File: config.mk
export PLATFORM = sky130hd
export DESIGN_NAME = telemetry_frame_builder
export DESIGN_NICKNAME = d
export VERILOG_FILES = /design/src/hdl/tfb_pkg.sv /design/src/hdl/tfb_ctrl.sv /design/src/hdl/tfb_datapath.sv /design/src/hdl/telemetry_frame_builder.sv
export SDC_FILE = /design/constraint.sdc
export NUM_CORES = 1
export LEC_CHECK = 0
export ABC_AREA = 1
export BUFFER_PORTS_ARGS = -buffer_cell sky130_fd_sc_hd__buf_4
export CAP_MARGIN = 20
export CORE_UTILIZATION = 45
export DETAILED_ROUTE_END_ITERATION = 10
export PLACE_DENSITY = 0.75
export SYNTH_ARGS = -nofsm -noshare
export SYNTH_HDL_FRONTEND = slang
export SYNTH_SLANG_ARGS = --single-unit
File: constraint.sdc
create_clock -name clk -period 6.8 [get_ports clk]
set_input_delay 1.02 -clock clk [delete_from_list [all_inputs] [get_ports clk]]
set_output_delay 1.02 -clock clk [all_outputs]
set_load 0.01 [all_outputs]
File: src/hdl/tfb_pkg.sv
// Package: frame constants, controller state type and control/status structs.
`default_nettype none
package tfb_pkg;

  localparam int LongLen  = 26;
  localparam int ShortLen = 6;
  localparam int IdxW     = 5;
  localparam int SumPos   = 24;

  localparam logic [7:0] LongHdr0  = 8'hAA;
  localparam logic [7:0] LongHdr1  = 8'hFF;
  localparam logic [7:0] LongHdr2  = 8'hF1;
  localparam logic [7:0] LongHdr3  = 8'h14;
  localparam logic [7:0] ShortHdr0 = 8'h55;
  localparam logic [7:0] ShortHdr1 = 8'h53;

  localparam logic [IdxW-1:0] LongLastIdx  = IdxW'(LongLen - 1);
  localparam logic [IdxW-1:0] ShortLastIdx = IdxW'(ShortLen - 1);
  localparam logic [IdxW-1:0] SumIdx       = IdxW'(SumPos);

  typedef enum logic {
    ST_IDLE,
    ST_SEND
  } tfb_state_t;

  typedef struct packed {
    logic load;
    logic emit;
  } tfb_cmd_t;

  typedef struct packed {
    logic out_free;
    logic last_pos;
  } tfb_status_t;

endpackage
`default_nettype wire

File: src/hdl/tfb_ctrl.sv
// Controller: frame sequencing state machine and input handshake.
`default_nettype none
module tfb_ctrl
  import tfb_pkg::*;
(
  input  wire logic        clk,
  input  wire logic        rst_n,
  input  wire logic        in_valid,
  output logic             in_stall,
  input  wire tfb_status_t status,
  output tfb_cmd_t         cmd
);

  tfb_state_t state_r, state_nxt;

  always_ff @(posedge clk) begin
    if (!rst_n) begin
      state_r <= ST_IDLE;
    end else begin
      state_r <= state_nxt;
    end
  end

  always_comb begin
    cmd.emit = 1'b0;
    in_stall = 1'b1;
    unique case (state_r)
      ST_IDLE: begin
        in_stall = 1'b0;
      end
      ST_SEND: begin
        cmd.emit = status.out_free;
        // next set may enter as the last byte of this frame is sent
        in_stall = !(status.out_free && status.last_pos);
      end
      default: begin
        in_stall = 1'b1;
      end
    endcase
    cmd.load = in_valid && !in_stall;
  end

  always_comb begin
    state_nxt = state_r;
    unique case (state_r)
      ST_IDLE: begin
        if (cmd.load) state_nxt = ST_SEND;
      end
      ST_SEND: begin
        if (cmd.emit && status.last_pos) state_nxt = cmd.load ? ST_SEND : ST_IDLE;
      end
      default: begin
        state_nxt = ST_IDLE;
      end
    endcase
  end

endmodule
`default_nettype wire

File: src/hdl/tfb_datapath.sv
// Datapath: value capture, byte select, check sums and output register.
`default_nettype none
module tfb_datapath
  import tfb_pkg::*;
(
  input  wire logic               clk,
  input  wire logic               rst_n,
  input  wire logic               cfg_wr_en,
  input  wire logic [0:0]         cfg_wr_data,
  input  wire logic signed [31:0] in_value_one,
  input  wire logic signed [15:0] in_value_two,
  input  wire logic signed [15:0] in_value_three,
  input  wire logic signed [15:0] in_value_four,
  input  wire logic signed [31:0] in_value_five,
  input  wire logic signed [31:0] in_value_six,
  input  wire logic signed [15:0] in_value_seven,
  input  wire logic signed [15:0] in_value_eight,
  output logic                    out_valid,
  input  wire logic               out_stall,
  output logic [7:0]              out_frame_byte,
  output logic                    out_last_byte,
  input  wire tfb_cmd_t           cmd,
  output tfb_status_t             status
);

  logic            short_frame_r;
  logic            mode_r;
  logic [31:0]     v1_r, v5_r, v6_r;
  logic [15:0]     v2_r, v3_r, v4_r, v7_r, v8_r;
  logic [IdxW-1:0] idx_r;
  logic [7:0]      sum_r, acc_r;
  logic            out_valid_r;
  logic [7:0]      out_byte_r;
  logic            out_last_r;
  logic [7:0]      cur_byte;
  logic [7:0]      sum_nxt;

  always_ff @(posedge clk) begin
    if (!rst_n) begin
      short_frame_r <= 1'b0;
    end else if (cfg_wr_en) begin
      short_frame_r <= cfg_wr_data[0];
    end
  end

  always_comb begin
    cur_byte = 8'h00;
    if (mode_r) begin
      unique case (idx_r)
        5'd0:    cur_byte = ShortHdr0;
        5'd1:    cur_byte = ShortHdr1;
        5'd2:    cur_byte = v1_r[31:24];
        5'd3:    cur_byte = v1_r[23:16];
        5'd4:    cur_byte = v1_r[15:8];
        5'd5:    cur_byte = v1_r[7:0];
        default: cur_byte = 8'h00;
      endcase
    end else begin
      unique case (idx_r)
        5'd0:    cur_byte = LongHdr0;
        5'd1:    cur_byte = LongHdr1;
        5'd2:    cur_byte = LongHdr2;
        5'd3:    cur_byte = LongHdr3;
        5'd4:    cur_byte = v1_r[7:0];
        5'd5:    cur_byte = v1_r[15:8];
        5'd6:    cur_byte = v2_r[7:0];
        5'd7:    cur_byte = v2_r[15:8];
        5'd8:    cur_byte = v3_r[7:0];
        5'd9:    cur_byte = v3_r[15:8];
        5'd10:   cur_byte = v4_r[7:0];
        5'd11:   cur_byte = v4_r[15:8];
        5'd12:   cur_byte = v5_r[7:0];
        5'd13:   cur_byte = v5_r[15:8];
        5'd14:   cur_byte = v5_r[23:16];
        5'd15:   cur_byte = v5_r[31:24];
        5'd16:   cur_byte = v6_r[7:0];
        5'd17:   cur_byte = v6_r[15:8];
        5'd18:   cur_byte = v6_r[23:16];
        5'd19:   cur_byte = v6_r[31:24];
        5'd20:   cur_byte = v7_r[7:0];
        5'd21:   cur_byte = v7_r[15:8];
        5'd22:   cur_byte = v8_r[7:0];
        5'd23:   cur_byte = v8_r[15:8];
        5'd24:   cur_byte = sum_r;
        5'd25:   cur_byte = acc_r;
        default: cur_byte = 8'h00;
      endcase
    end
  end

  assign sum_nxt         = sum_r + cur_byte;
  assign status.out_free = !out_valid_r || !out_stall;
  assign status.last_pos = mode_r ? (idx_r == ShortLastIdx) : (idx_r == LongLastIdx);

  always_ff @(posedge clk) begin
    if (cmd.load) begin
      mode_r <= short_frame_r;
      v1_r   <= in_value_one;
      v2_r   <= in_value_two;
      v3_r   <= in_value_three;
      v4_r   <= in_value_four;
      v5_r   <= in_value_five;
      v6_r   <= in_value_six;
      v7_r   <= in_value_seven;
      v8_r   <= in_value_eight;
      idx_r  <= '0;
      sum_r  <= 8'h00;
      acc_r  <= 8'h00;
    end else if (cmd.emit) begin
      idx_r <= idx_r + IdxW'(1);
      // check sums cover header and payload only
      if (idx_r < SumIdx) begin
        sum_r <= sum_nxt;
        acc_r <= acc_r + sum_nxt;
      end
    end
  end

  always_ff @(posedge clk) begin
    if (!rst_n) begin
      out_valid_r <= 1'b0;
    end else if (cmd.emit) begin
      out_valid_r <= 1'b1;
    end else if (!out_stall) begin
      out_valid_r <= 1'b0;
    end
  end

  always_ff @(posedge clk) begin
    if (cmd.emit) begin
      out_byte_r <= cur_byte;
      out_last_r <= status.last_pos;
    end
  end

  assign out_valid      = out_valid_r;
  assign out_frame_byte = out_byte_r;
  assign out_last_byte  = out_last_r;

endmodule
`default_nettype wire

File: src/hdl/telemetry_frame_builder.sv
// Top level: telemetry byte frame builder.
// Usage:
//   Input channel (in_valid/in_stall) takes one transfer of eight values.
//   Output channel (out_valid/out_stall) gives one frame byte per transfer,
//   with out_last_byte set on the final byte of the frame.
//   cfg_wr_en/cfg_wr_data write short_frame (0: 26-byte checksummed frame,
//   1: 6-byte frame); write only while no frame is in progress. The mode is
//   sampled when a set of values is taken.
// First byte: loaded from the registered values once the output register is free.
// Throughput: one byte per cycle while out_stall is low, from the byte counter
//   and output register; the next set of values is taken in the cycle the last
//   byte is loaded, giving back-to-back frames.
// Reset: rst_n (synchronous, active low) clears short_frame to 0, drops any
//   frame in progress and empties the output register.
// Stall: while out_stall holds a byte, the byte counter waits and, during a
//   frame, the input stays stalled; no byte is lost or repeated.
`default_nettype none
module telemetry_frame_builder
  import tfb_pkg::*;
(
  input  wire logic               clk,
  input  wire logic               rst_n,
  input  wire logic               cfg_wr_en,
  input  wire logic [0:0]         cfg_wr_data,
  input  wire logic               in_valid,
  output logic                    in_stall,
  input  wire logic signed [31:0] in_value_one,
  input  wire logic signed [15:0] in_value_two,
  input  wire logic signed [15:0] in_value_three,
  input  wire logic signed [15:0] in_value_four,
  input  wire logic signed [31:0] in_value_five,
  input  wire logic signed [31:0] in_value_six,
  input  wire logic signed [15:0] in_value_seven,
  input  wire logic signed [15:0] in_value_eight,
  output logic                    out_valid,
  input  wire logic               out_stall,
  output logic [7:0]              out_frame_byte,
  output logic                    out_last_byte
);

  tfb_cmd_t    cmd;
  tfb_status_t status;

  tfb_ctrl u_ctrl (
    .clk      (clk),
    .rst_n    (rst_n),
    .in_valid (in_valid),
    .in_stall (in_stall),
    .status   (status),
    .cmd      (cmd)
  );

  tfb_datapath u_datapath (
    .clk            (clk),
    .rst_n          (rst_n),
    .cfg_wr_en      (cfg_wr_en),
    .cfg_wr_data    (cfg_wr_data),
    .in_value_one   (in_value_one),
    .in_value_two   (in_value_two),
    .in_value_three (in_value_three),
    .in_value_four  (in_value_four),
    .in_value_five  (in_value_five),
    .in_value_six   (in_value_six),
    .in_value_seven (in_value_seven),
    .in_value_eight (in_value_eight),
    .out_valid      (out_valid),
    .out_stall      (out_stall),
    .out_frame_byte (out_frame_byte),
    .out_last_byte  (out_last_byte),
    .cmd            (cmd),
    .status         (status)
  );

endmodule
`default_nettype wire
==> Word-level counts from Yosys, hierarchy flattened <==
Index checks and enable logic that the tools add are counted.
{ "word_totals": {"reg_bits": 210, "in_bits": 182, "out_inout_bits": 11, "wordCells": 69} }
{ "classes": {"n_addsub": 3, "n_lt_le_gt_ge": 1, "n_eq_ne": 26, "n_mux": 11, "n_bitwise": 1, "reduce_logical": 10} }
{ "ops": {"columns": ["op", "count"], "rows": [
  ["8-bit one-hot mux with 26 select lines", 1],
  ["5-bit == test (second input constant)", 10],
  ["8-bit one-hot mux with 6 select lines", 1],
  ["5-bit by 4-bit == test with 1-bit output (second input constant)", 8],
  ["5-bit by 3-bit == test with 1-bit output (second input constant)", 4],
  ["8-bit adder", 2],
  ["5-bit by 2-bit == test with 1-bit output (second input constant)", 2],
  ["8-bit two-way mux", 1],
  ["1-bit two-way mux", 6],
  ["5-bit by 1-bit adder with 5-bit output (second input constant)", 1],
  ["5-bit by 1-bit == test with 1-bit output (second input constant)", 1],
  ["5-bit logical NOT", 1],
  ["5-bit less-than comparator (second input constant)", 1],
  ["1-bit logical NOT", 4],
  ["1-bit one-hot mux with 2 select lines", 2],
  ["1-bit logical AND", 3],
  ["2-bit by 1-bit != test with 1-bit output (second input constant)", 1],
  ["2-bit AND reduction", 1],
  ["1-bit logical OR", 1],
  ["1-bit inverter", 1]
]} }

==> Longest topological paths before layout <==
Gate-level depths: netlist of run 1.
{ "logic_depth": {"word_depth": 10, "mapped_depth": 30, "ltp_nobuf": 30} }

==> Modules after synthesis <==
Synthesis of run 1 repeated with hierarchy kept, for this count alone.
{ "unflattened": {"hier_cells": 736, "area_unflattened_um2": 8929.8} }
{ "by_module_without_submodules": {"columns": ["mod", "instances", "cells_each", "area_each_um2", "seq_area_each_um2"], "rows": [
  ["tfb_datapath", 1, 726, 8869.8, 6045.8],
  ["tfb_ctrl", 1, 10, 60.1, 20.0]
]} }

==> Worst setup path after synthesis of run 1 <==
OpenSTA, ideal clock, no wires.
{ "synth_path": {"path_kind": "register to register", "start": "register u_datapath.idx_r[1]", "end": "register u_datapath.mode_r (enable)", "setup_time_ns": 0.461, "t_arrival_ns": 3.625, "required_ns": 6.339, "slack_ns": 2.713, "stages_incl_launch_ff": 10, "n_path_buf": 1, "path_cell_list": "dfxtp_1 inv_1 ha_1 nand2_1 nor2_2 inv_2 o21ai_1 a21oi_2 nor2_4 buf_2"} }
{ "synth_lines": {"columns": ["item", "line", "rtl"], "rows": [
  ["from (decl)", "tfb_datapath.sv:30", "logic [IdxW-1:0] idx_r;"],
  ["from (signal assigned)", "tfb_datapath.sv:110", "idx_r <= idx_r + IdxW'(1);"],
  ["to (signal assigned)", "tfb_datapath.sv:97", "mode_r <= short_frame_r;"],
  ["to (decl)", "tfb_datapath.sv:27", "logic mode_r;"]
]} }

==> Worst setup path after layout of run 1 <==
{ "layout_path": {"start": "register u_datapath.idx_r[0]", "end": "register u_datapath.acc_r[7]"} }
{ "layout_between": {"elab_cells_between_ends": 39, "classes_between": "add/sub (2); order compare (1); eq/ne (25); mux (5); reduce/logical (6)"} }
{ "layout_lines": {"columns": ["item", "line", "rtl"], "rows": [
  ["5-bit == test (tied with other cells)", "tfb_datapath.sv:59", "unique case (idx_r)"],
  ["8-bit one-hot mux with 26 select lines or 8-bit one-hot mux with 6 select lines (tied branches)", "tfb_datapath.sv:59, tfb_datapath.sv:49", null],
  ["8-bit two-way mux *", "tfb_datapath.sv:48", "if (mode_r) begin"],
  ["named net u_datapath.cur_byte[2]", "tfb_datapath.sv:35", "logic [7:0] cur_byte;"],
  ["8-bit adder *", "tfb_datapath.sv:91", "assign sum_nxt = sum_r + cur_byte;"],
  ["named net u_datapath.sum_nxt[6]", "tfb_datapath.sv:36", "logic [7:0] sum_nxt;"],
  ["8-bit adder *", "tfb_datapath.sv:114", "acc_r <= acc_r + sum_nxt;"],
  ["to (signal assigned)", "tfb_datapath.sv:114", null],
  ["to (decl)", "tfb_datapath.sv:31", "logic [7:0] sum_r, acc_r;"]
]} }
Mark *: on every way through the listed nets, which the timed path passes. The rest lies on a longest branch.
A chain may end at the register's enable or synchronous reset.

==> metrics.md, run 1 <==
| Metric | Value |
|---|---|
| R2R depth | `30` |
| Die width | `142.4 µm` |
| Setup TNS Final | `0 ns` |
| Clock power frac | `0.352` |
| Worst skew pair latency | `0.52 ns` |
| Final-stage net count | `1148` |
| Post-CTS setup buffer count | `0` |
| Placed cells | `1180` |
| Slew margin rel. | `0.2444` |
| Util after Layout | `0.5974` |
| Min Hold Slack | `0.4409 ns` |
| CTS tree | `done` |
| DRC viols | `0` |
| Die area | `20270 µm²` |
| I/O pins | `193` |
| Number of fill cells | `1567` |
| Critical path peak fanout | `8` |
| Psw | `911.2 µW` |
| Switching portion of total power | `0.2628` |
| Mean Syn Cell Area | `12.06 µm²` |
| Cell area after layout | `11360 µm²` |
| Antenna violations before repair | `0` |
| CTS Root Cell | `clkbuf_16` |
| Worst hold stages | `0` |
| Crit end category | `flip-flop` |
| Max cap viols | `0` |
| Top FF cell, synth | `edfxtp_1` |
| Internal | `2556 µW` |
| P&R area growth vs syn | `28.14%` |
| Core Area | `19020 µm²` |
| Asr flop ratio synth | `0` |
| Row cnt | `50` |
| Clock transition at path regs | `0.06 ns` |
| Die Ht | `142.4 µm` |
| Unrepaired setup endpoints after global routing | `no` |
| Setup CP Type | `flip-flop to flip-flop` |
| Status | `complete, no violations` |
| Post-route ant nets | `0` |
| Gate power share | `0.188` |
| First-pass GRT wire length | `34380 µm` |
| Startpoint types | `flip-flop` |
| Part of the power in registers | `0.459` |
| Hold Violations, Final | `0` |
| Worst Hold Class | `flip-flop to flip-flop` |
| Slowest-stage cell, CP | `dfxtp_1` |
| GP Congestion | `0.9109` |
| Clock skew | `0.01959 ns` |
| Crit path buf inv count | `4` |
| WL per Instance | `18.81 µm` |
| Share of cells above drive strength 1 | `0.2708` |
| Worst path arrival time | `5.27 ns` |
| Synthesized cell area | `8866 µm²` |
| Max-slew violations | `0` |
| DR vias/cell | `5.155` |
| CTS max path bufs | `3` |
| Peak VDD IR | `0.0002405 V` |
| Total Wirelength | `22940 µm` |
| CP Depth | `30` |
| Via count | `6289` |
| Max Fclk | `205.4 MHz` |
| Largest net degree at the start of global routing | `194` |
| 1st-iter DRT viols | `512` |
| EDFF count, synth | `186` |
| Area post-placement | `10600 µm²` |
| YS warnings | `0` |
| Delay of the slowest cell on the worst path | `0.41 ns` |
| Library cells used by synthesis | `44` |
| Seq cells post-synth | `210` |
| Clock Sinks | `210` |
| Post_cts resized | `0` |
| Vias in the first global route | `6314` |
| Syn Nets | `939` |
| First-pass DRT Iterations | `5` |
| Cell repeated most along the worst path | `nor2_1` |
| TritonCTS buffer count | `22` |
| Htree depth | `1` |
| GRT Residual Overflow | `0` |
| Total GRT Usage | `0.2291` |
| Port Buf Inserts | `192` |
| Diode count | `0` |
| Sequential area share after synthesis | `0.6842` |
| Min Tclk post-route | `4.869 ns` |
| Power per Cell Area | `305.2 nW/µm²` |
| Initial core utilization | `0.4662` |
| P_leak | `0.004676 µW` |
| Final setup fails | `0` |
| Slew @ Worst Pin | `1.133 ns` |
| WP data required | `7.20 ns` |
| Delay-heaviest family, CP | `simple AND/OR/NAND/NOR gates` |
| Synthesized instance count | `735` |
| Hold_buf cts | `0` |
| HPWL after DPL | `16840 µm` |
| Final period utilization | `0.7160` |
| Non-filler cells, final | `1220` |
## flip-flops by register name (all words and copies together) (netlist names)
signal	count
u_datapath.v1_r	32
u_datapath.v5_r	32
u_datapath.v6_r	32
u_datapath.v2_r	16
u_datapath.v3_r	16
u_datapath.v4_r	16
u_datapath.v7_r	16
u_datapath.v8_r	16
u_datapath.acc_r	8
u_datapath.out_frame_byte	8
u_datapath.sum_r	8
u_datapath.idx_r	5
u_ctrl.state_r	1
u_datapath.mode_r	1
u_datapath.out_last_byte	1
u_datapath.out_valid	1
u_datapath.short_frame_r	1
## synth_stat cells (all sizes together) (11+ instances only)
cell    count  share of area
inv        69          0.029
dfxtp      24          0.054
nand4      19          0.013
a221oi     16          0.016
nor2       48          0.029
edfxtp    186           0.63
nand3      31          0.018
a22o       11          0.011
ha         20          0.028
a21oi      34          0.020
nand2     195          0.086
o21ai      19          0.011
## cells by family after synthesis
logic type | after synthesis | synth area share
AO/OA/AOI/OAI | 108 | 0.08143
XOR/XNOR | 11 | 0.01087
adder cells (fa/ha/maj) | 22 | 0.03274
buffers and inverters | 79 | 0.03655
flip-flops | 210 | 0.6842
multiplexers | 1 | 0.001129
AND/OR/NAND/NOR | 304 | 0.1531
## cell usage in the layout, fill, tap and decap left out, types with 20 or more instances in the layout
| cell type | instances |
|---|---|
| buf_4 | 193 |
| nand2_1 | 189 |
| edfxtp_1 | 186 |
| inv_1 | 64 |
| a21oi_1 | 33 |
| nor2_1 | 31 |
| nand3_1 | 30 |
| dfxtp_1 | 24 |
| clkbuf_16 | 22 |
| ha_1 | 20 |
## power groups by stage
stage	registers (µW)	clock network, µW	logic (µW)
floorplan	1600	0	440
global placement	1620	0	628
detailed placement	1620	0	644
CTS	1590	1250	649
global route	1600	1290	736
finish	1590	1220	653
## worst paths after layout
kind	startpoint	endpoint	slack (ns)
max reg2reg	u_datapath.idx_r[0]$_SDFFE_PP0P_	u_datapath.acc_r[7]$_SDFFE_PP0P_	1.93
min	u_datapath.short_frame_r$_SDFFE_PN0P_	u_datapath.mode_r$_DFFE_PP_	0.44
max	u_datapath.idx_r[0]$_SDFFE_PP0P_	u_datapath.acc_r[7]$_SDFFE_PP0P_	1.93
min reg2reg	u_datapath.short_frame_r$_SDFFE_PN0P_	u_datapath.mode_r$_DFFE_PP_	0.44
## routing by layer
| layer | part of all wire | vias to the layer above | global-route usage |
|---|---|---|---|
| met1 | 0.41 | 2943 | 0.2933 |
| met4 | 0.025 | 0 | 0.07244 |
| met2 | 0.49 | 261 | 0.3847 |
| met5 | 0 | - | 0 |
| met3 | 0.076 | 40 | 0.05417 |
| li1 | - | 3045 | - |
## per-stage QoR
step	worst slack (ns)	power (µW)
finish	1.931	3467
global placement	2.147	2243
floorplan	2.713	2041
global route	1.338	3633
CTS	1.982	3486
detailed placement	1.995	2260
## layout make-up
type	count	area, µm²	area share
clock buffer	35	659.4	0.05804
clock inverter	5	100.1	0.008811
inverter	70	265.3	0.02335
multi-input combinational	446	2476	0.2180
sequential	210	6066	0.5339
tap	260	325.3	0.02863
timing repair buffer	194	1469	0.1293
Note: power is estimated with default switching activity, not from simulation.
==> inputs of run 2 (changes only) <==
Clock period 6.8 ns to 4.5 ns, I/O delays scaled along.
==> metrics.md, run 2 (synthesis gave the netlist of run 1 again) <==
| Metric | Value |
|---|---|
| Vias in the first global route | `6527` |
| Top flop regs | `u_datapath.v1_r (32), u_datapath.v5_r (32), u_datapath.v6_r (32)` |
| CTS tree | `done` |
| Die Ht | `142.4 µm` |
| Min Tclk post-route | `4.259 ns` |
| Hold EP | `u_datapath.v3_r[14]$_DFFE_PP_` |
| Worst setup margin | `0.2407 ns` |
| Crit end category | `flip-flop` |
| Delay-heaviest family, CP | `simple AND/OR/NAND/NOR gates` |
| Port Buf Inserts | `192` |
| GRT Residual Overflow | `0` |
| Worst r2r src | `u_datapath.idx_r[0]$_SDFFE_PP0P_` |
| Peak VDD IR | `0.0002835 V` |
| Largest net degree at the start of global routing | `106` |
| Max Fclk | `234.8 MHz` |
| Max cap viols | `0` |
| Min Hold Slack | `0.3139 ns` |
| Part of the power in registers | `0.449` |
| Row cnt | `50` |
| Final setup fails | `0` |
| Critical path peak fanout | `5` |
| Clock Sinks | `210` |
| Power per Cell Area | `449.1 nW/µm²` |
| Final period utilization | `0.9465` |
| Commonest non-fill, non-tap cell in the layout | `buf_4` |
| R2R depth | `32` |
| WL per Instance | `19.02 µm` |
| I/O pins | `193` |
| Htree depth | `1` |
| Worst hold stages | `1` |
| Die area | `20270 µm²` |
| Setup CP Type | `flip-flop to flip-flop` |
| Startpoint types | `flip-flop` |
| Crit path buf inv count | `6` |
| Gate power share | `0.213` |
| Delay of the slowest cell on the worst path | `0.41 ns` |
| Most frequent cells in the layout | `buf_4, edfxtp_1, nand2_1, inv_1, a21oi_1` |
| HPWL after DPL | `18050 µm` |
| Switching portion of total power | `0.2753` |
| Clock skew | `0.02548 ns` |
| Slowest-stage cell, CP | `dfxtp_4` |
| Share of cells above drive strength 1 | `0.3545` |
| Slew @ Worst Pin | `0.5907 ns` |
| Die width | `142.4 µm` |
| Clock transition at path regs | `0.06 ns` |
| FF-to-FF End | `u_datapath.acc_r[7]$_SDFFE_PP0P_` |
| 1st-iter DRT viols | `472` |
| Hold_buf cts | `0` |
| TritonCTS buffer count | `23` |
| Unrepaired setup endpoints after global routing | `yes` |
| Diode count | `0` |
| First-pass GRT wire length | `35190 µm` |
| Hold Violations, Final | `0` |
| Slew margin rel. | `0.6062` |
| Worst skew pair latency | `0.53 ns` |
| Max-slew violations | `0` |
| Cell repeated most along the worst path | `nor2_1` |
| Status | `complete, no violations` |
| Internal | `3896 µW` |
| Post-route ant nets | `0` |
| Total GRT Usage | `0.2359` |
| Hold path startpoint | `in_value_three[14]` |
| WP data required | `4.91 ns` |
| Via count | `6631` |
| First-pass DRT Iterations | `5` |
| Clock power frac | `0.338` |
| P&R area growth vs syn | `35.01%` |
| Initial core utilization | `0.4662` |
| GP Congestion | `0.9191` |
| Final-stage net count | `1195` |
| Psw | `1480 µW` |
| CTS max path bufs | `3` |
| P_leak | `0.004948 µW` |
| Pre-CTS WS | `-0.1004 ns` |
| Worst Hold Class | `input pin to flip-flop` |
| Worst path arrival time | `4.67 ns` |
| Core Area | `19020 µm²` |
| Antenna violations before repair | `0` |
| Total Wirelength | `24100 µm` |
| DR vias/cell | `5.234` |
| CTS Root Cell | `clkbuf_16` |
| DRC viols | `0` |
| Worst R2R Setup Slack | `0.24 ns` |
==> run 2: cell count changes in the layout (fill, tap and decap cells not counted), moves of 6 or more <==
cell	change
buf_4	+44
clkbuf_8	-6
ha_1	-7
ha_4	+7
inv_1	-9
inv_2	+6
nand2_1	-8
nand2_2	+7
==> run 2: per-layer routing <==
metal	routed length, µm	vias to the layer above	global-route usage
met5	0	-	0
met4	863	0	0.08942
met3	1795	54	0.05485
met2	11630	285	0.3942
met1	9808	3141	0.2981
li1	-	3151	-
==> run 2: layout make-up <==
cell class	instances	area, µm²
Clock inverter	15	137.6
Multi-Input combinational cell	446	2736
Fill cell	1550	7048
Inverter	70	276.5
Timing Repair Buffer	240	1831
Sequential cell	210	6077
Tap cell	260	325.3
Clock buffer	26	586.8
==> run 2: worst max-delay path by stage <==
stage / depth (start not counted) / slack (ns) / end / startpoint
floorplan: 9 / 0.41 / u_datapath.mode_r$_DFFE_PP_ / u_datapath.idx_r[1]$_SDFFE_PP0P_
global placement: 30 / -0.06 / u_datapath.acc_r[7]$_SDFFE_PP0P_ / u_datapath.idx_r[0]$_SDFFE_PP0P_
detailed placement: 30 / -0.10 / u_datapath.acc_r[7]$_SDFFE_PP0P_ / u_datapath.idx_r[0]$_SDFFE_PP0P_
CTS: 31 / 0.003 / u_datapath.acc_r[7]$_SDFFE_PP0P_ / u_datapath.idx_r[1]$_SDFFE_PP0P_
global route: 26 / -0.1 / u_datapath.acc_r[7]$_SDFFE_PP0P_ / u_datapath.idx_r[0]$_SDFFE_PP0P_
finish: 32 / 0.24 / u_datapath.acc_r[7]$_SDFFE_PP0P_ / u_datapath.idx_r[0]$_SDFFE_PP0P_
==> run 2: per-stage QoR <==
stage          std cells  total power (µW)  setup TNS [ns]  utilization  instance area [µm²]
6_report            1267              5376               0       0.6294                11970
5_1_grt             1267              5628        -0.09844       0.6294                11970
4_1_cts             1250              5278               0       0.6080                11560
3_5_place_dp        1209              3471         -0.1004       0.5695                10830
3_3_place_gp        1209              3447        -0.06287       0.5695                10830
2_1_floorplan        735              3084               0            -                 8866
==> run 2: repair_timing <==
| item | CTS | global route |
|---|---|---|
| setup endpoints to repair | 1 | 2 |
| resized for setup | 3 | 69 |
| gates cloned | 0 | 0 |
| pin swaps | 1 | 26 |
| endpoints found under the hold margin | 0 | 0 |
| setup buffers | 0 | 17 |
==> run 2: worst register-to-register path: cells and delay by family, from the launching register on <==
kind,cells,cell delay (ns)
compound gates,6,0.82
xor+xnor,1,0.22
fa+ha+maj,3,0.76
buf+inv,6,0.56
flops,1,0.41
simple gates,16,1.38
==> run 2: power by group through the flow <==
stage | Sequential (µW) | Combinational [µW] | Clock, µW
after floorplan | 2420 | 665 | 0
after global placement | 2440 | 1000 | 0
after detailed placement | 2440 | 1030 | 0
after CTS | 2410 | 1030 | 1840
after global routing | 2430 | 1280 | 1920
final | 2410 | 1140 | 1820
